$ cat config.mk
export PLATFORM = sky130hd
export DESIGN_NAME = wav_riff_header_parser_core
export DESIGN_NICKNAME = d
export VERILOG_FILES = /design/src/rtl/wrhp_pkg.sv /design/src/rtl/wav_riff_header_parser_core.sv
export VERILOG_INCLUDE_DIRS = /design/src /design/src/rtl
export SDC_FILE = /design/constraint.sdc
export NUM_CORES = 2
export LEC_CHECK = 0
export ABC_CLOCK_PERIOD_IN_PS = 13100
export BUFFER_PORTS_ARGS = -buffer_cell sky130_fd_sc_hd__buf_4
export CAP_MARGIN = 15
export CORE_ASPECT_RATIO = 0.5
export CORE_MARGIN = 3
export CORE_UTILIZATION = 25
export CTS_BUF_LIST = sky130_fd_sc_hd__clkbuf_4
export CTS_CLUSTER_SIZE = 24
export DETAILED_ROUTE_END_ITERATION = 10
export PLACE_DENSITY = 0.49
export SKIP_LAST_GASP = 1
export SYNTH_ARGS = -nofsm -noshare
export SYNTH_HDL_FRONTEND = slang
export SYNTH_SLANG_ARGS = --single-unit
export TNS_END_PERCENT = 20
$ cat constraint.sdc
create_clock -name aclk -period 13.1 [get_ports aclk]
set_input_delay 1.31 -clock aclk [delete_from_list [all_inputs] [get_ports aclk]]
set_output_delay 1.31 -clock aclk [all_outputs]
set_load 0.02 [all_outputs]
$ cat src/rtl/wav_riff_header_parser_core_defines.svh
// Assertion macros for the WAV header parser core.
// Included by files that carry concurrent assertions; needs aclk and aresetn in scope.
`ifndef WAV_RIFF_HEADER_PARSER_CORE_DEFINES_SVH
`define WAV_RIFF_HEADER_PARSER_CORE_DEFINES_SVH

`ifndef SYNTHESIS
// Invariant checked on every clock edge out of reset
`define WRHP_ASSERT(label, expr) \
    label: assert property (@(posedge aclk) disable iff (!aresetn) (expr)) \
        else $error("wrhp invariant violated");
// Condition in one cycle implies a condition in the next
`define WRHP_ASSERT_NEXT(label, ante, cons) \
    label: assert property (@(posedge aclk) disable iff (!aresetn) (ante) |=> (cons)) \
        else $error("wrhp sequence violated");
`else
`define WRHP_ASSERT(label, expr)
`define WRHP_ASSERT_NEXT(label, ante, cons)
`endif

`endif

$ cat src/rtl/wrhp_pkg.sv
// Shared types, tags, status codes and helper functions for the WAV header parser.
// No dependencies.
package wrhp_pkg;

    // Chunk and file tags, big-endian as received byte by byte
    localparam logic [31:0] TAG_RIFF = 32'h5249_4646;
    localparam logic [31:0] TAG_WAVE = 32'h5741_5645;
    localparam logic [31:0] TAG_FMT  = 32'h666D_7420;
    localparam logic [31:0] TAG_DATA = 32'h6461_7461;

    // Configuration reset values
    localparam logic [31:0] DEFAULT_RATE     = 32'd16000;
    localparam logic [15:0] DEFAULT_CHANNELS = 16'd1;
    localparam logic [15:0] DEFAULT_BITS     = 16'd16;

    // Configuration register indexes
    localparam int CFG_IDX_W = 2;
    localparam logic [CFG_IDX_W-1:0] CFG_RATE     = 2'd0;
    localparam logic [CFG_IDX_W-1:0] CFG_CHANNELS = 2'd1;
    localparam logic [CFG_IDX_W-1:0] CFG_BITS     = 2'd2;

    // Result kinds
    localparam logic KIND_PCM    = 1'b0;
    localparam logic KIND_STATUS = 1'b1;

    // Final status codes
    localparam logic [2:0] ST_OK        = 3'd0;
    localparam logic [2:0] ST_NOT_RIFF  = 3'd1;
    localparam logic [2:0] ST_NOT_WAVE  = 3'd2;
    localparam logic [2:0] ST_MISSING   = 3'd3;
    localparam logic [2:0] ST_NOT_PCM   = 3'd4;
    localparam logic [2:0] ST_BAD_FMT   = 3'd5;

    localparam logic [15:0] FMT_PCM = 16'd1;

    // One result item
    typedef struct packed {
        logic        kind;
        logic [7:0]  pcm_byte;
        logic [2:0]  status;
        logic [31:0] file_rate;
        logic [15:0] channel_count;
        logic [15:0] sample_bits;
        logic [31:0] data_length;
    } res_t;

    // Status from what the fmt and data chunks left behind
    function automatic logic [2:0] final_code(
        input logic        seen_fmt,
        input logic        seen_data,
        input logic [15:0] fmt_code,
        input logic [31:0] rate,
        input logic [15:0] chans,
        input logic [15:0] bits,
        input logic [31:0] req_rate,
        input logic [15:0] req_chans,
        input logic [15:0] req_bits
    );
        logic [2:0] code;
        if (!seen_fmt || !seen_data) begin
            code = ST_MISSING;
        end else if (fmt_code != FMT_PCM) begin
            code = ST_NOT_PCM;
        end else if (rate != req_rate || chans != req_chans || bits != req_bits) begin
            code = ST_BAD_FMT;
        end else begin
            code = ST_OK;
        end
        return code;
    endfunction

    function automatic res_t status_rec(
        input logic [2:0]  code,
        input logic [31:0] rate,
        input logic [15:0] chans,
        input logic [15:0] bits,
        input logic [31:0] dlen
    );
        res_t r;
        r.kind          = KIND_STATUS;
        r.pcm_byte      = '0;
        r.status        = code;
        r.file_rate     = rate;
        r.channel_count = chans;
        r.sample_bits   = bits;
        r.data_length   = dlen;
        return r;
    endfunction

endpackage

$ cat src/rtl/wav_riff_header_parser_core.sv
// WAV (RIFF) PCM header parser: byte-wide file input, PCM byte and status output.
// Depends on wrhp_pkg and wav_riff_header_parser_core_defines.svh.
//
// Usage:
//   s_ channel carries one file byte per transfer, with s_end_of_file set on
//   the last byte of a file. m_ channel returns PCM bytes of the data chunk
//   (kind 0) and one final status record per file (kind 1).
//   cfg_we/cfg_index/cfg_wdata write the required rate, channels and bits;
//   write them only while no file is in flight.
// Timing:
//   Each byte is parsed in the cycle it is accepted; its results appear on the
//   m_ channel from the next cycle. One byte per cycle is sustained while the queue has room. A byte
//   can cause up to two results (last PCM byte plus status), which go into a
//   four-entry result queue; s_ready is high while the queue has two free
//   entries, so the queue depth sets how long input keeps flowing while the
//   receiver stalls.
// Reset:
//   The parser waits for a RIFF tag, the queue is empty and the required
//   format registers return to 16000 Hz, 1 channel, 16 bits. After the byte
//   flagged end of file the parser rearms for a new file on its own.
`include "wav_riff_header_parser_core_defines.svh"

module wav_riff_header_parser_core
    import wrhp_pkg::*;
(
    input  logic                 aclk,
    input  logic                 aresetn,
    // configuration
    input  logic                 cfg_we,
    input  logic [CFG_IDX_W-1:0] cfg_index,
    input  logic [31:0]          cfg_wdata,
    // file bytes in
    input  logic                 s_valid,
    output logic                 s_ready,
    input  logic [7:0]           s_file_byte,
    input  logic                 s_end_of_file,
    // results out
    output logic                 m_valid,
    input  logic                 m_ready,
    output logic                 m_kind,
    output logic [7:0]           m_pcm_byte,
    output logic [2:0]           m_status,
    output logic [31:0]          m_sample_rate,
    output logic [15:0]          m_channel_count,
    output logic [15:0]          m_sample_bits,
    output logic [31:0]          m_data_length
);

    typedef enum logic [3:0] {
        PH_RIFF  = 4'd0,
        PH_RSIZE = 4'd1,
        PH_WAVE  = 4'd2,
        PH_CID   = 4'd3,
        PH_CSIZE = 4'd4,
        PH_FMT   = 4'd5,
        PH_SKIP  = 4'd6,
        PH_DATA  = 4'd7,
        PH_DONE  = 4'd8
    } phase_t;

    localparam int FIFO_DEPTH = 4;
    localparam int PTR_W      = $clog2(FIFO_DEPTH);
    localparam int CNT_W      = $clog2(FIFO_DEPTH + 1);

    // configuration registers
    logic [31:0] req_rate_reg;
    logic [15:0] req_chans_reg;
    logic [15:0] req_bits_reg;

    // parser state
    phase_t      phase_reg,          phase_next;
    logic [31:0] byte_count_reg,     byte_count_next;
    logic [31:0] word_shift_reg,     word_shift_next;
    logic [31:0] chunk_tag_reg,      chunk_tag_next;
    logic        seen_fmt_reg,       seen_fmt_next;
    logic        seen_data_reg,      seen_data_next;
    logic [15:0] format_code_reg,    format_code_next;
    logic [31:0] rate_value_reg,     rate_value_next;
    logic [15:0] channels_value_reg, channels_value_next;
    logic [15:0] bits_value_reg,     bits_value_next;
    logic [31:0] data_size_reg,      data_size_next;

    // result queue
    res_t             res_fifo_reg [FIFO_DEPTH];
    logic [PTR_W-1:0] wr_ptr_reg, wr_ptr_next;
    logic [PTR_W-1:0] rd_ptr_reg, rd_ptr_next;
    logic [CNT_W-1:0] fifo_cnt_reg, fifo_cnt_next;

    logic        accept;
    logic        pop;
    logic        pcm_emit;
    logic        status_emit;
    logic        st_hit;
    logic [2:0]  st_code;
    logic [2:0]  eof_code;
    logic [31:0] tag_shift;
    logic [31:0] cnt_inc;
    logic [31:0] cnt_dec;
    logic [1:0]  n_push;
    res_t        pcm_rec;
    res_t        stat_rec;
    res_t        push0_rec;
    res_t        out_rec;

    assign accept    = s_valid && s_ready;
    assign pop       = m_valid && m_ready;
    assign s_ready   = (fifo_cnt_reg <= CNT_W'(FIFO_DEPTH - 2));
    assign m_valid   = (fifo_cnt_reg != '0);
    assign tag_shift = {chunk_tag_reg[23:0], s_file_byte};
    assign cnt_inc   = byte_count_reg + 32'd1;
    assign cnt_dec   = (byte_count_reg != '0) ? (byte_count_reg - 32'd1) : byte_count_reg;

    // Parse one byte: phase step, early status, then end-of-file wrap-up
    always_comb begin
        phase_next          = phase_reg;
        byte_count_next     = byte_count_reg;
        word_shift_next     = word_shift_reg;
        chunk_tag_next      = chunk_tag_reg;
        seen_fmt_next       = seen_fmt_reg;
        seen_data_next      = seen_data_reg;
        format_code_next    = format_code_reg;
        rate_value_next     = rate_value_reg;
        channels_value_next = channels_value_reg;
        bits_value_next     = bits_value_reg;
        data_size_next      = data_size_reg;
        pcm_emit            = 1'b0;
        status_emit         = 1'b0;
        st_hit              = 1'b0;
        st_code             = ST_OK;
        eof_code            = ST_OK;
        stat_rec            = status_rec(ST_OK, '0, '0, '0, '0);

        if (accept) begin
            unique case (phase_reg)
                PH_RIFF: begin
                    chunk_tag_next  = tag_shift;
                    byte_count_next = cnt_inc;
                    if (cnt_inc == 32'd4) begin
                        if (tag_shift != TAG_RIFF) begin
                            st_hit  = 1'b1;
                            st_code = ST_NOT_RIFF;
                        end else begin
                            phase_next      = PH_RSIZE;
                            byte_count_next = '0;
                            chunk_tag_next  = '0;
                        end
                    end
                end
                PH_RSIZE: begin
                    byte_count_next = cnt_inc;
                    if (cnt_inc == 32'd4) begin
                        phase_next      = PH_WAVE;
                        byte_count_next = '0;
                        chunk_tag_next  = '0;
                    end
                end
                PH_WAVE: begin
                    chunk_tag_next  = tag_shift;
                    byte_count_next = cnt_inc;
                    if (cnt_inc == 32'd4) begin
                        if (tag_shift != TAG_WAVE) begin
                            st_hit  = 1'b1;
                            st_code = ST_NOT_WAVE;
                        end else begin
                            phase_next      = PH_CID;
                            byte_count_next = '0;
                            chunk_tag_next  = '0;
                        end
                    end
                end
                PH_CID: begin
                    chunk_tag_next  = tag_shift;
                    byte_count_next = cnt_inc;
                    if (cnt_inc == 32'd4) begin
                        phase_next      = PH_CSIZE;
                        byte_count_next = '0;
                        word_shift_next = '0;
                    end
                end
                PH_CSIZE: begin
                    // little-endian size, one byte lane per count
                    word_shift_next = word_shift_reg
                                    | ({24'd0, s_file_byte} << {byte_count_reg[1:0], 3'b000});
                    byte_count_next = cnt_inc;
                    if (cnt_inc == 32'd4) begin
                        byte_count_next = '0;
                        if (chunk_tag_reg == TAG_FMT) begin
                            format_code_next    = '0;
                            channels_value_next = '0;
                            rate_value_next     = '0;
                            bits_value_next     = '0;
                            phase_next          = PH_FMT;
                        end else if (chunk_tag_reg == TAG_DATA) begin
                            data_size_next = word_shift_next;
                            if (word_shift_next == '0) begin
                                seen_data_next = 1'b1;
                                chunk_tag_next = '0;
                                if (seen_fmt_reg) begin
                                    st_hit = 1'b1;
                                end else begin
                                    phase_next = PH_CID;
                                end
                            end else begin
                                phase_next = PH_DATA;
                            end
                        end else if (word_shift_next == '0) begin
                            chunk_tag_next = '0;
                            if (seen_fmt_reg && seen_data_reg) begin
                                st_hit = 1'b1;
                            end else begin
                                phase_next = PH_CID;
                            end
                        end else begin
                            phase_next      = PH_SKIP;
                            byte_count_next = word_shift_next;
                        end
                    end
                end
                PH_FMT: begin
                    // fixed 16-byte field layout
                    case (byte_count_reg[3:0])
                        4'd0:  format_code_next[7:0]     = s_file_byte;
                        4'd1:  format_code_next[15:8]    = s_file_byte;
                        4'd2:  channels_value_next[7:0]  = s_file_byte;
                        4'd3:  channels_value_next[15:8] = s_file_byte;
                        4'd4:  rate_value_next[7:0]      = s_file_byte;
                        4'd5:  rate_value_next[15:8]     = s_file_byte;
                        4'd6:  rate_value_next[23:16]    = s_file_byte;
                        4'd7:  rate_value_next[31:24]    = s_file_byte;
                        4'd14: bits_value_next[7:0]      = s_file_byte;
                        4'd15: bits_value_next[15:8]     = s_file_byte;
                        default: ;
                    endcase
                    byte_count_next = cnt_inc;
                    if (cnt_inc == 32'd16) begin
                        seen_fmt_next = 1'b1;
                        if (seen_data_reg) begin
                            st_hit = 1'b1;
                        end else if (word_shift_reg > 32'd16) begin
                            phase_next      = PH_SKIP;
                            byte_count_next = word_shift_reg - 32'd16;
                        end else begin
                            phase_next      = PH_CID;
                            byte_count_next = '0;
                            chunk_tag_next  = '0;
                        end
                    end
                end
                PH_SKIP: begin
                    byte_count_next = cnt_dec;
                    if (cnt_dec == '0) begin
                        chunk_tag_next = '0;
                        if (seen_fmt_reg && seen_data_reg) begin
                            st_hit = 1'b1;
                        end else begin
                            phase_next = PH_CID;
                        end
                    end
                end
                PH_DATA: begin
                    pcm_emit        = 1'b1;
                    byte_count_next = cnt_inc;
                    if (cnt_inc >= data_size_reg) begin
                        seen_data_next  = 1'b1;
                        byte_count_next = '0;
                        chunk_tag_next  = '0;
                        if (seen_fmt_reg) begin
                            st_hit = 1'b1;
                        end else begin
                            phase_next = PH_CID;
                        end
                    end
                end
                default: begin
                    phase_next = PH_DONE;
                end
            endcase

            // status raised by the byte itself (bad tag or both chunks done)
            if (st_hit) begin
                if (st_code == ST_OK) begin
                    st_code = final_code(seen_fmt_next, seen_data_next, format_code_next,
                                         rate_value_next, channels_value_next,
                                         bits_value_next, req_rate_reg, req_chans_reg,
                                         req_bits_reg);
                end
                stat_rec    = status_rec(st_code, rate_value_next, channels_value_next,
                                         bits_value_next, data_size_next);
                status_emit = 1'b1;
                phase_next  = PH_DONE;
            end

            // end of file: close out a pending file, then rearm
            if (s_end_of_file) begin
                if (phase_next != PH_DONE) begin
                    if (phase_next == PH_RIFF) begin
                        eof_code = ST_NOT_RIFF;
                    end else if (phase_next == PH_RSIZE || phase_next == PH_WAVE) begin
                        eof_code = ST_NOT_WAVE;
                    end else begin
                        if (phase_next == PH_CSIZE) begin
                            if (chunk_tag_next == TAG_FMT) begin
                                format_code_next    = '0;
                                channels_value_next = '0;
                                rate_value_next     = '0;
                                bits_value_next     = '0;
                                seen_fmt_next       = 1'b1;
                            end else if (chunk_tag_next == TAG_DATA) begin
                                data_size_next = word_shift_next;
                                seen_data_next = 1'b1;
                            end
                        end else if (phase_next == PH_FMT) begin
                            seen_fmt_next = 1'b1;
                        end else if (phase_next == PH_DATA) begin
                            seen_data_next = 1'b1;
                        end
                        eof_code = final_code(seen_fmt_next, seen_data_next, format_code_next,
                                              rate_value_next, channels_value_next,
                                              bits_value_next, req_rate_reg, req_chans_reg,
                                              req_bits_reg);
                    end
                    stat_rec    = status_rec(eof_code, rate_value_next, channels_value_next,
                                             bits_value_next, data_size_next);
                    status_emit = 1'b1;
                end
                phase_next          = PH_RIFF;
                byte_count_next     = '0;
                word_shift_next     = '0;
                chunk_tag_next      = '0;
                seen_fmt_next       = 1'b0;
                seen_data_next      = 1'b0;
                format_code_next    = '0;
                rate_value_next     = '0;
                channels_value_next = '0;
                bits_value_next     = '0;
                data_size_next      = '0;
            end
        end
    end

    // Result queue bookkeeping: PCM byte first, status after it
    always_comb begin
        pcm_rec          = status_rec(ST_OK, '0, '0, '0, '0);
        pcm_rec.kind     = KIND_PCM;
        pcm_rec.pcm_byte = s_file_byte;
        push0_rec        = pcm_emit ? pcm_rec : stat_rec;
        n_push           = {1'b0, pcm_emit} + {1'b0, status_emit};
        wr_ptr_next      = wr_ptr_reg + PTR_W'(n_push);
        rd_ptr_next      = rd_ptr_reg + PTR_W'(pop);
        fifo_cnt_next    = fifo_cnt_reg + CNT_W'(n_push) - CNT_W'(pop);
    end

    // State, configuration and queue registers
    always_ff @(posedge aclk) begin
        if (!aresetn) begin
            req_rate_reg       <= DEFAULT_RATE;
            req_chans_reg      <= DEFAULT_CHANNELS;
            req_bits_reg       <= DEFAULT_BITS;
            phase_reg          <= PH_RIFF;
            byte_count_reg     <= '0;
            word_shift_reg     <= '0;
            chunk_tag_reg      <= '0;
            seen_fmt_reg       <= 1'b0;
            seen_data_reg      <= 1'b0;
            format_code_reg    <= '0;
            rate_value_reg     <= '0;
            channels_value_reg <= '0;
            bits_value_reg     <= '0;
            data_size_reg      <= '0;
            wr_ptr_reg         <= '0;
            rd_ptr_reg         <= '0;
            fifo_cnt_reg       <= '0;
        end else begin
            if (cfg_we) begin
                unique case (cfg_index)
                    CFG_RATE:     req_rate_reg  <= cfg_wdata;
                    CFG_CHANNELS: req_chans_reg <= cfg_wdata[15:0];
                    CFG_BITS:     req_bits_reg  <= cfg_wdata[15:0];
                    default: ;
                endcase
            end
            phase_reg          <= phase_next;
            byte_count_reg     <= byte_count_next;
            word_shift_reg     <= word_shift_next;
            chunk_tag_reg      <= chunk_tag_next;
            seen_fmt_reg       <= seen_fmt_next;
            seen_data_reg      <= seen_data_next;
            format_code_reg    <= format_code_next;
            rate_value_reg     <= rate_value_next;
            channels_value_reg <= channels_value_next;
            bits_value_reg     <= bits_value_next;
            data_size_reg      <= data_size_next;
            wr_ptr_reg         <= wr_ptr_next;
            rd_ptr_reg         <= rd_ptr_next;
            fifo_cnt_reg       <= fifo_cnt_next;
            if (n_push != 2'd0) begin
                res_fifo_reg[wr_ptr_reg] <= push0_rec;
            end
            if (n_push == 2'd2) begin
                res_fifo_reg[wr_ptr_reg + PTR_W'(1)] <= stat_rec;
            end
        end
    end

    // Output side
    assign out_rec         = res_fifo_reg[rd_ptr_reg];
    assign m_kind          = out_rec.kind;
    assign m_pcm_byte      = out_rec.pcm_byte;
    assign m_status        = out_rec.status;
    assign m_sample_rate   = out_rec.file_rate;
    assign m_channel_count = out_rec.channel_count;
    assign m_sample_bits   = out_rec.sample_bits;
    assign m_data_length   = out_rec.data_length;

    // Checks
    `WRHP_ASSERT(a_fifo_bound, fifo_cnt_reg <= CNT_W'(FIFO_DEPTH))
    `WRHP_ASSERT(a_fmt_index, phase_reg != PH_FMT || byte_count_reg < 32'd16)
    `WRHP_ASSERT(a_pcm_clean, !m_valid || m_kind == KIND_STATUS || (m_status == ST_OK && m_data_length == '0 && m_sample_rate == '0))
    `WRHP_ASSERT_NEXT(a_eof_rearm, accept && s_end_of_file, phase_reg == PH_RIFF && byte_count_reg == '0 && !seen_fmt_reg && !seen_data_reg)

endmodule

# Word level (Yosys, flattened, before mapping)
# Memory sizes are Yosys's and may differ from the RTL's. A register that Yosys moved wholly into a read port is not among the register bits.
# Cells that the tools add are included.
[totals]
input_bits = 48
output_inout_bits = 110
romBits = 0
mem_count = 1
ram_bits = 432
latchBits = 0
reg_bits = 285
word_cells = 314
[op_classes]
n_mux = 211
n_bitwise = 1
addsub = 9
multipliers = 0
n_reduce_logical = 30
div = 0
n_shift = 1
n_eq_ne = 41
n_lt_le_gt_ge = 3
[memory_table]
columns = ["name", "depth", "width", "read_ports", "rd_clocked_by_memory_dff", "write_ports", "line", "source"]
rows = [
  ["res_fifo_reg", 4, 108, 1, 1, 2, "wav_riff_header_parser_core.sv:84", "res_t res_fifo_reg [FIFO_DEPTH];"],
]
[op_table]
columns = ["operator", "n"]
rows = [
  ["$mux 32", 55],
  ["$mux 16", 37],
  ["$mux 108", 4],
  ["$pmux 32 s8", 1],
  ["$pmux 32 s7", 1],
  ["$eq 32x31->1 const B", 4],
  ["$pmux 32 s2", 2],
  ["$mux 99", 1],
  ["$pmux 16 s2", 3],
  ["$mux 4", 20],
  ["$mux 8", 10],
  ["$logic_not 32->1", 2],
  ["$ne 16x16->1", 4],
  ["$ne 32x31->1 const B", 2],
  ["$ne 32x32->1", 2],
  ["$mux 1", 59],
  ["$eq 4x3->1 const B", 11],
  ["$mux 3", 11],
  ["$add 32x1->32 const B", 1],
  ["$eq 32x3->1 const B", 1],
  ["$eq 32x5->1 const B", 1],
  ["$ge 32x32->1", 1],
  ["$gt 32x5->1 const B", 1],
  ["$ne 16x1->1 const B", 2],
  ["34 further kinds", 60],
]

# Longest topological paths before layout
[depth]
ltp_word = 30
ltp_mapped = 33
ltp_nobuf = 28

# Least setup slack after synthesis
# OpenSTA, ideal clock, no wires.
[synth_timing]
path_kind = "reg-to-reg"
start = "register byte_count_reg[0]"
end = "memory res_fifo_reg[3][13] (netlist name) (data pin)"
setup_slack_ns = 4.723
path_buffers = 5
synth_period_minus_slack_ns = 8.377
path_stages_with_launch = 27
setup_time_ns = 0.153
arrival_time_ns = 8.224
t_required_ns = 12.947
path_cell_list = "dfxtp_1 > clkbuf_1 > inv_1 > ha_1 > or3b_2 > clkbuf_1 > or4_1 > o31a_1 > nor4_1 > o21ai_1 > nor4_1 > nand4_1 > nor3_1 > or3b_2 > clkbuf_1 > o21ai_0 > ha_1 > clkbuf_1 > nand2b_1 > o21ai_0 > nand3_1 > inv_1 > o21ai_0 > nor2_1 > nand2_1 > buf_2 > o22ai_1"
[synth_rtl]
columns = ["item", "line", "source"]
rows = [
  ["start, declared", "wav_riff_header_parser_core.sv:72", "logic [31:0] byte_count_reg, byte_count_next;"],
  ["start signal, assigned", "wav_riff_header_parser_core.sv:383", "byte_count_reg <= byte_count_next;"],
  ["end, declared", "wav_riff_header_parser_core.sv:84", ""],
]

==> summary.md <==
| Metric | Value |
|---|---|
| Largest family of logic cells by synthesized area | simple AND/OR/NAND/NOR gates |
| # rows | 102 |
| Crit path arrival time | approximately 11 ns |
| Largest net degree at the start of global routing | 114 |
| Grt met3 use | 3.15% |
| Final Max Tran Viols | 0 |
| First-pass GRT wire length | between 200000 and 250000 um |
| Leakage power | 14.2 nW |
| Met2 Track Usage GR | 33.0% |
| Drt wl/cell | 25.9 um |
| Hold_buf cts | 0 |
| CP endpoint kind | flop |
| Worst Setup Path Type | flop to flop |
| Worst skew pair latency | 1.22 ns |
| Drt first-iter violations | about 3300 |
| Post-synth design cell area | just under 40000 um2 |
| Core Box Area | between 150000 and 200000 um2 |
| Synth cell types | about 100 |
| DIE AREA | 163000 um2 |
| Mapped Cells | 4154 |
| Avg Inst Size Synth | 9.51 um2 |
| Starting Density | 25.4% |
| Resized cells post-CTS | 0 |
| DPL Wire Length | 118000 um |
| Die span in y | 287 um |
| EDFF count, synth | 396 |
| Worst slew pin tran | about 1.2 ns |
| Worst slack, placed | 3.77 ns |
| Vias | 34900 |
| Sequential share of the synthesized area | 46.4% |
| Complex-gate fraction of the synthesized area | 18.7% |
| VDD IR-drop max | 0.127 mV |
| Met1 track demand over resource | 26.0% |
| CTS tree | done |
| Clock skew | 0.116 ns |
| Synth Flop Type | edfxtp_1 |
| Fin worst setup slack | roughly 3.5 ns |
| GRT busiest layer | met2 |
| Critical path data required time | 14.09 ns |
| Gr ovfl total | 0 |
| Multiplexer area fraction after synthesis | 7.26% |
| R2R Setup Slk | 3.52 ns |
| Crit path max fanout | slightly below 50 |
| CTS Buffer Depth | 3 |
| # Post-CTS Setup Buffers | 0 |
| DRT Wirelength | 168000 um |
| Vias in the first global route | about 34000 |
| Max-Cap Viols | 0 |
| DR pass1 iterations | 7 |
| Die width | 568 um |
| Startpoint class of the critical path | flop |
| Total GRT Usage | 19.9% |
| Final Cycle Share | 73.1% |
| Status | finished clean |
| Root Driver | clkbuf_4 |
| Synthesized Nets | ~4200 |
| Min Hold Slack | around 0.35 ns |
| Power per cell area | ~120 nW/um2 |
| H-tree levels | 4 |
| Max FFs per register | about 430 |
| Hold WC Path Type | primary input to flop |
| Routability congestion estimate from global placement | 0.961 |
| Clock-pin transition on the worst setup and hold timing paths | 0.06 ns |
| PnR Total Power | 5.57 mW |
| Max Clk Rate | 104 MHz |
| Ys async rst share | 0% |
| Synthesized flop and latch total | 717 |
| Final ANT Viol Nets | 0 |
| Area grow syn2layout | 13.7% |
| Final Hold Vio Count | 0 |
| Fin crit period | around 9.6 ns |
| Filler Cell Count | roughly 16000 |
| Residual DRC count | 0 |
| Clock Sinks | a little over 700 |
| Final net count | 4339 |
| RSZ-0062 raised after global routing | false |
| Setup TNS | 0 ns |
| Via/cell ratio | 5.39 |
| Port bufs | ~160 |
| Io pins | 158 |
| Slew HR | 19.3% |
| Share of layout cells above drive strength 1 | 16.2% |
| XOR/XNOR Fraction of Synth Area | 1.66% |
| Synth warn | 0 |
| Post-Synth Adder-Cell Area | between 1.5 and 2% |
| Synth Area in Simple Gates | 19.7% |
| Initial antenna violation count | 8 |
| Final setup fails | 0 |
| TritonCTS Buffers | 188 |
## cell usage after synthesis (all sizes together), types with 22 or more instances
cell type	count	share of area (%)
buf	87	1.3
nand3	73	0.94
or3	27	0.43
mux4	108	6.2
mux2i	40	1.0
a22oi	101	1.9
xnor2	47	1.0
nor2	473	4.5
and2	124	2.0
xor2	28	0.62
nand4	37	0.66
clkbuf	239	2.3
nor4	52	0.86
a21boi	89	1.7
o22ai	199	3.2
ha	46	1.5
a31oi	30	0.48
and3	25	0.40
nor3	90	1.2
nor2b	124	2.0
a21o	22	0.42
or4	27	0.51
edfxtp	396	30
nand2	410	3.9
a21oi	246	3.1
a22o	38	0.84
o21ai	220	2.8
inv	126	1.2
dfxtp	321	16
nand2b	26	0.41
## path summary, 6_finish.rpt
| kind | endpoint | depth (start not counted) | start |
|---|---|---|---|
| min reg2reg | res_fifo_reg[0][107]$_SDFFE_PP1P_ | 2 | res_fifo_reg[0][107]$_SDFFE_PP1P_ |
| max | res_fifo_reg[3][26]$_DFFE_PP_ | 19 | byte_count_reg[2]$_SDFFE_PN0P_ |
| min | req_rate_reg[11]$_SDFFE_PN1P_ | 3 | cfg_wdata[11] |
| max reg2reg | res_fifo_reg[3][26]$_DFFE_PP_ | 19 | byte_count_reg[2]$_SDFFE_PN0P_ |
## cell families (layout without fill, tap and decap cells)
logic type	after synthesis	after routing
AO/OA/AOI/OAI	1134	1134
XOR/XNOR	75	75
adder cells (fa/ha/maj)	47	47
buffers and inverters	453	683
flip-flops	717	717
multiplexers	151	151
other	0	12
AND/OR/NAND/NOR	1577	1577
## metal layers
layer | vias to the layer above | wire length, um
met5 | - | 13
met4 | 2 | 6310
met3 | 305 | 10800
met2 | 1535 | 79300
met1 | 17400 | 71400
li1 | 15700 | -
## power by group
| group | internal [mW] | leakage [nW] | total, mW | switching (mW) |
|---|---|---|---|---|
| Clock | 1.01 | 1.45 | 2.02 | 1.01 |
| Combinational | 0.414 | 6.76 | 1.06 | 0.644 |
| Sequential | 2.40 | 6.00 | 2.49 | 0.0824 |
## placed cells by master, fill, tap and decap left out, types with 22 or more instances in the layout
cell type,Yosys,layout
nor2_1,472,472
nand2_1,410,407
edfxtp_1,396,396
dfxtp_1,321,318
clkbuf_4,0,285
a21oi_1,246,246
buf_4,5,222
o21ai_0,208,207
o22ai_1,199,199
nor2b_1,124,124
inv_1,126,122
and2_1,122,121
mux4_2,108,108
a22oi_1,101,101
nor3_1,87,86
a21boi_0,84,84
nand3_1,72,72
nor4_1,50,49
xnor2_1,47,47
ha_1,46,46
mux2i_1,40,40
a22o_1,38,38
nand4_1,34,34
a31oi_1,30,30
xor2_1,28,28
or4_1,27,27
or3_1,27,27
nand2b_1,26,26
and3_1,25,25
a21o_1,22,22
clkinv_1,1,22
## worst max-delay path: stages, from the launching register on
cell	delay (ns)
dfxtp_1	1.01
nand3_1	0.86
nor4_1	0.72
nand3_1	0.17
xnor2_1	0.30
nor4_2	0.98
nand4_2	0.69
or4b_1	0.71
nand3_1	0.14
or3b_2	0.21
o21ai_0	0.17
ha_1	0.34
nand2b_1	0.21
o21ai_0	0.13
nand3_1	0.34
inv_4	0.70
o21ai_0	0.42
nor2_1	0.49
o211ai_4	0.43
o22ai_1	0.32
## metrics by stage
stage,area [um2],std cells,utilization [%]
floorplan,39500,4154,-
global placement,42500,6130,27.2
detailed placement,42500,6131,27.3
CTS,44800,6461,28.8
global route,44900,6474,28.8
finish,44900,6476,28.8
## area by class of cell
| cell class | count | area (um2) | area share, % |
|---|---|---|---|
| flip-flops and latches | 717 | 18300 | 40.8 |
| multi-input cells | 2984 | 19400 | 43.2 |
| well taps | 2080 | 2600 | 5.80 |
| clock inverters | 46 | 250 | 0.557 |
| clock buffers | 284 | 2130 | 4.75 |
| inverters | 127 | 487 | 1.08 |
| repair buffers | 226 | 1700 | 3.78 |
| diodes | 12 | 30.0 | 0.0669 |
Power figures use the tool's default switching activity.
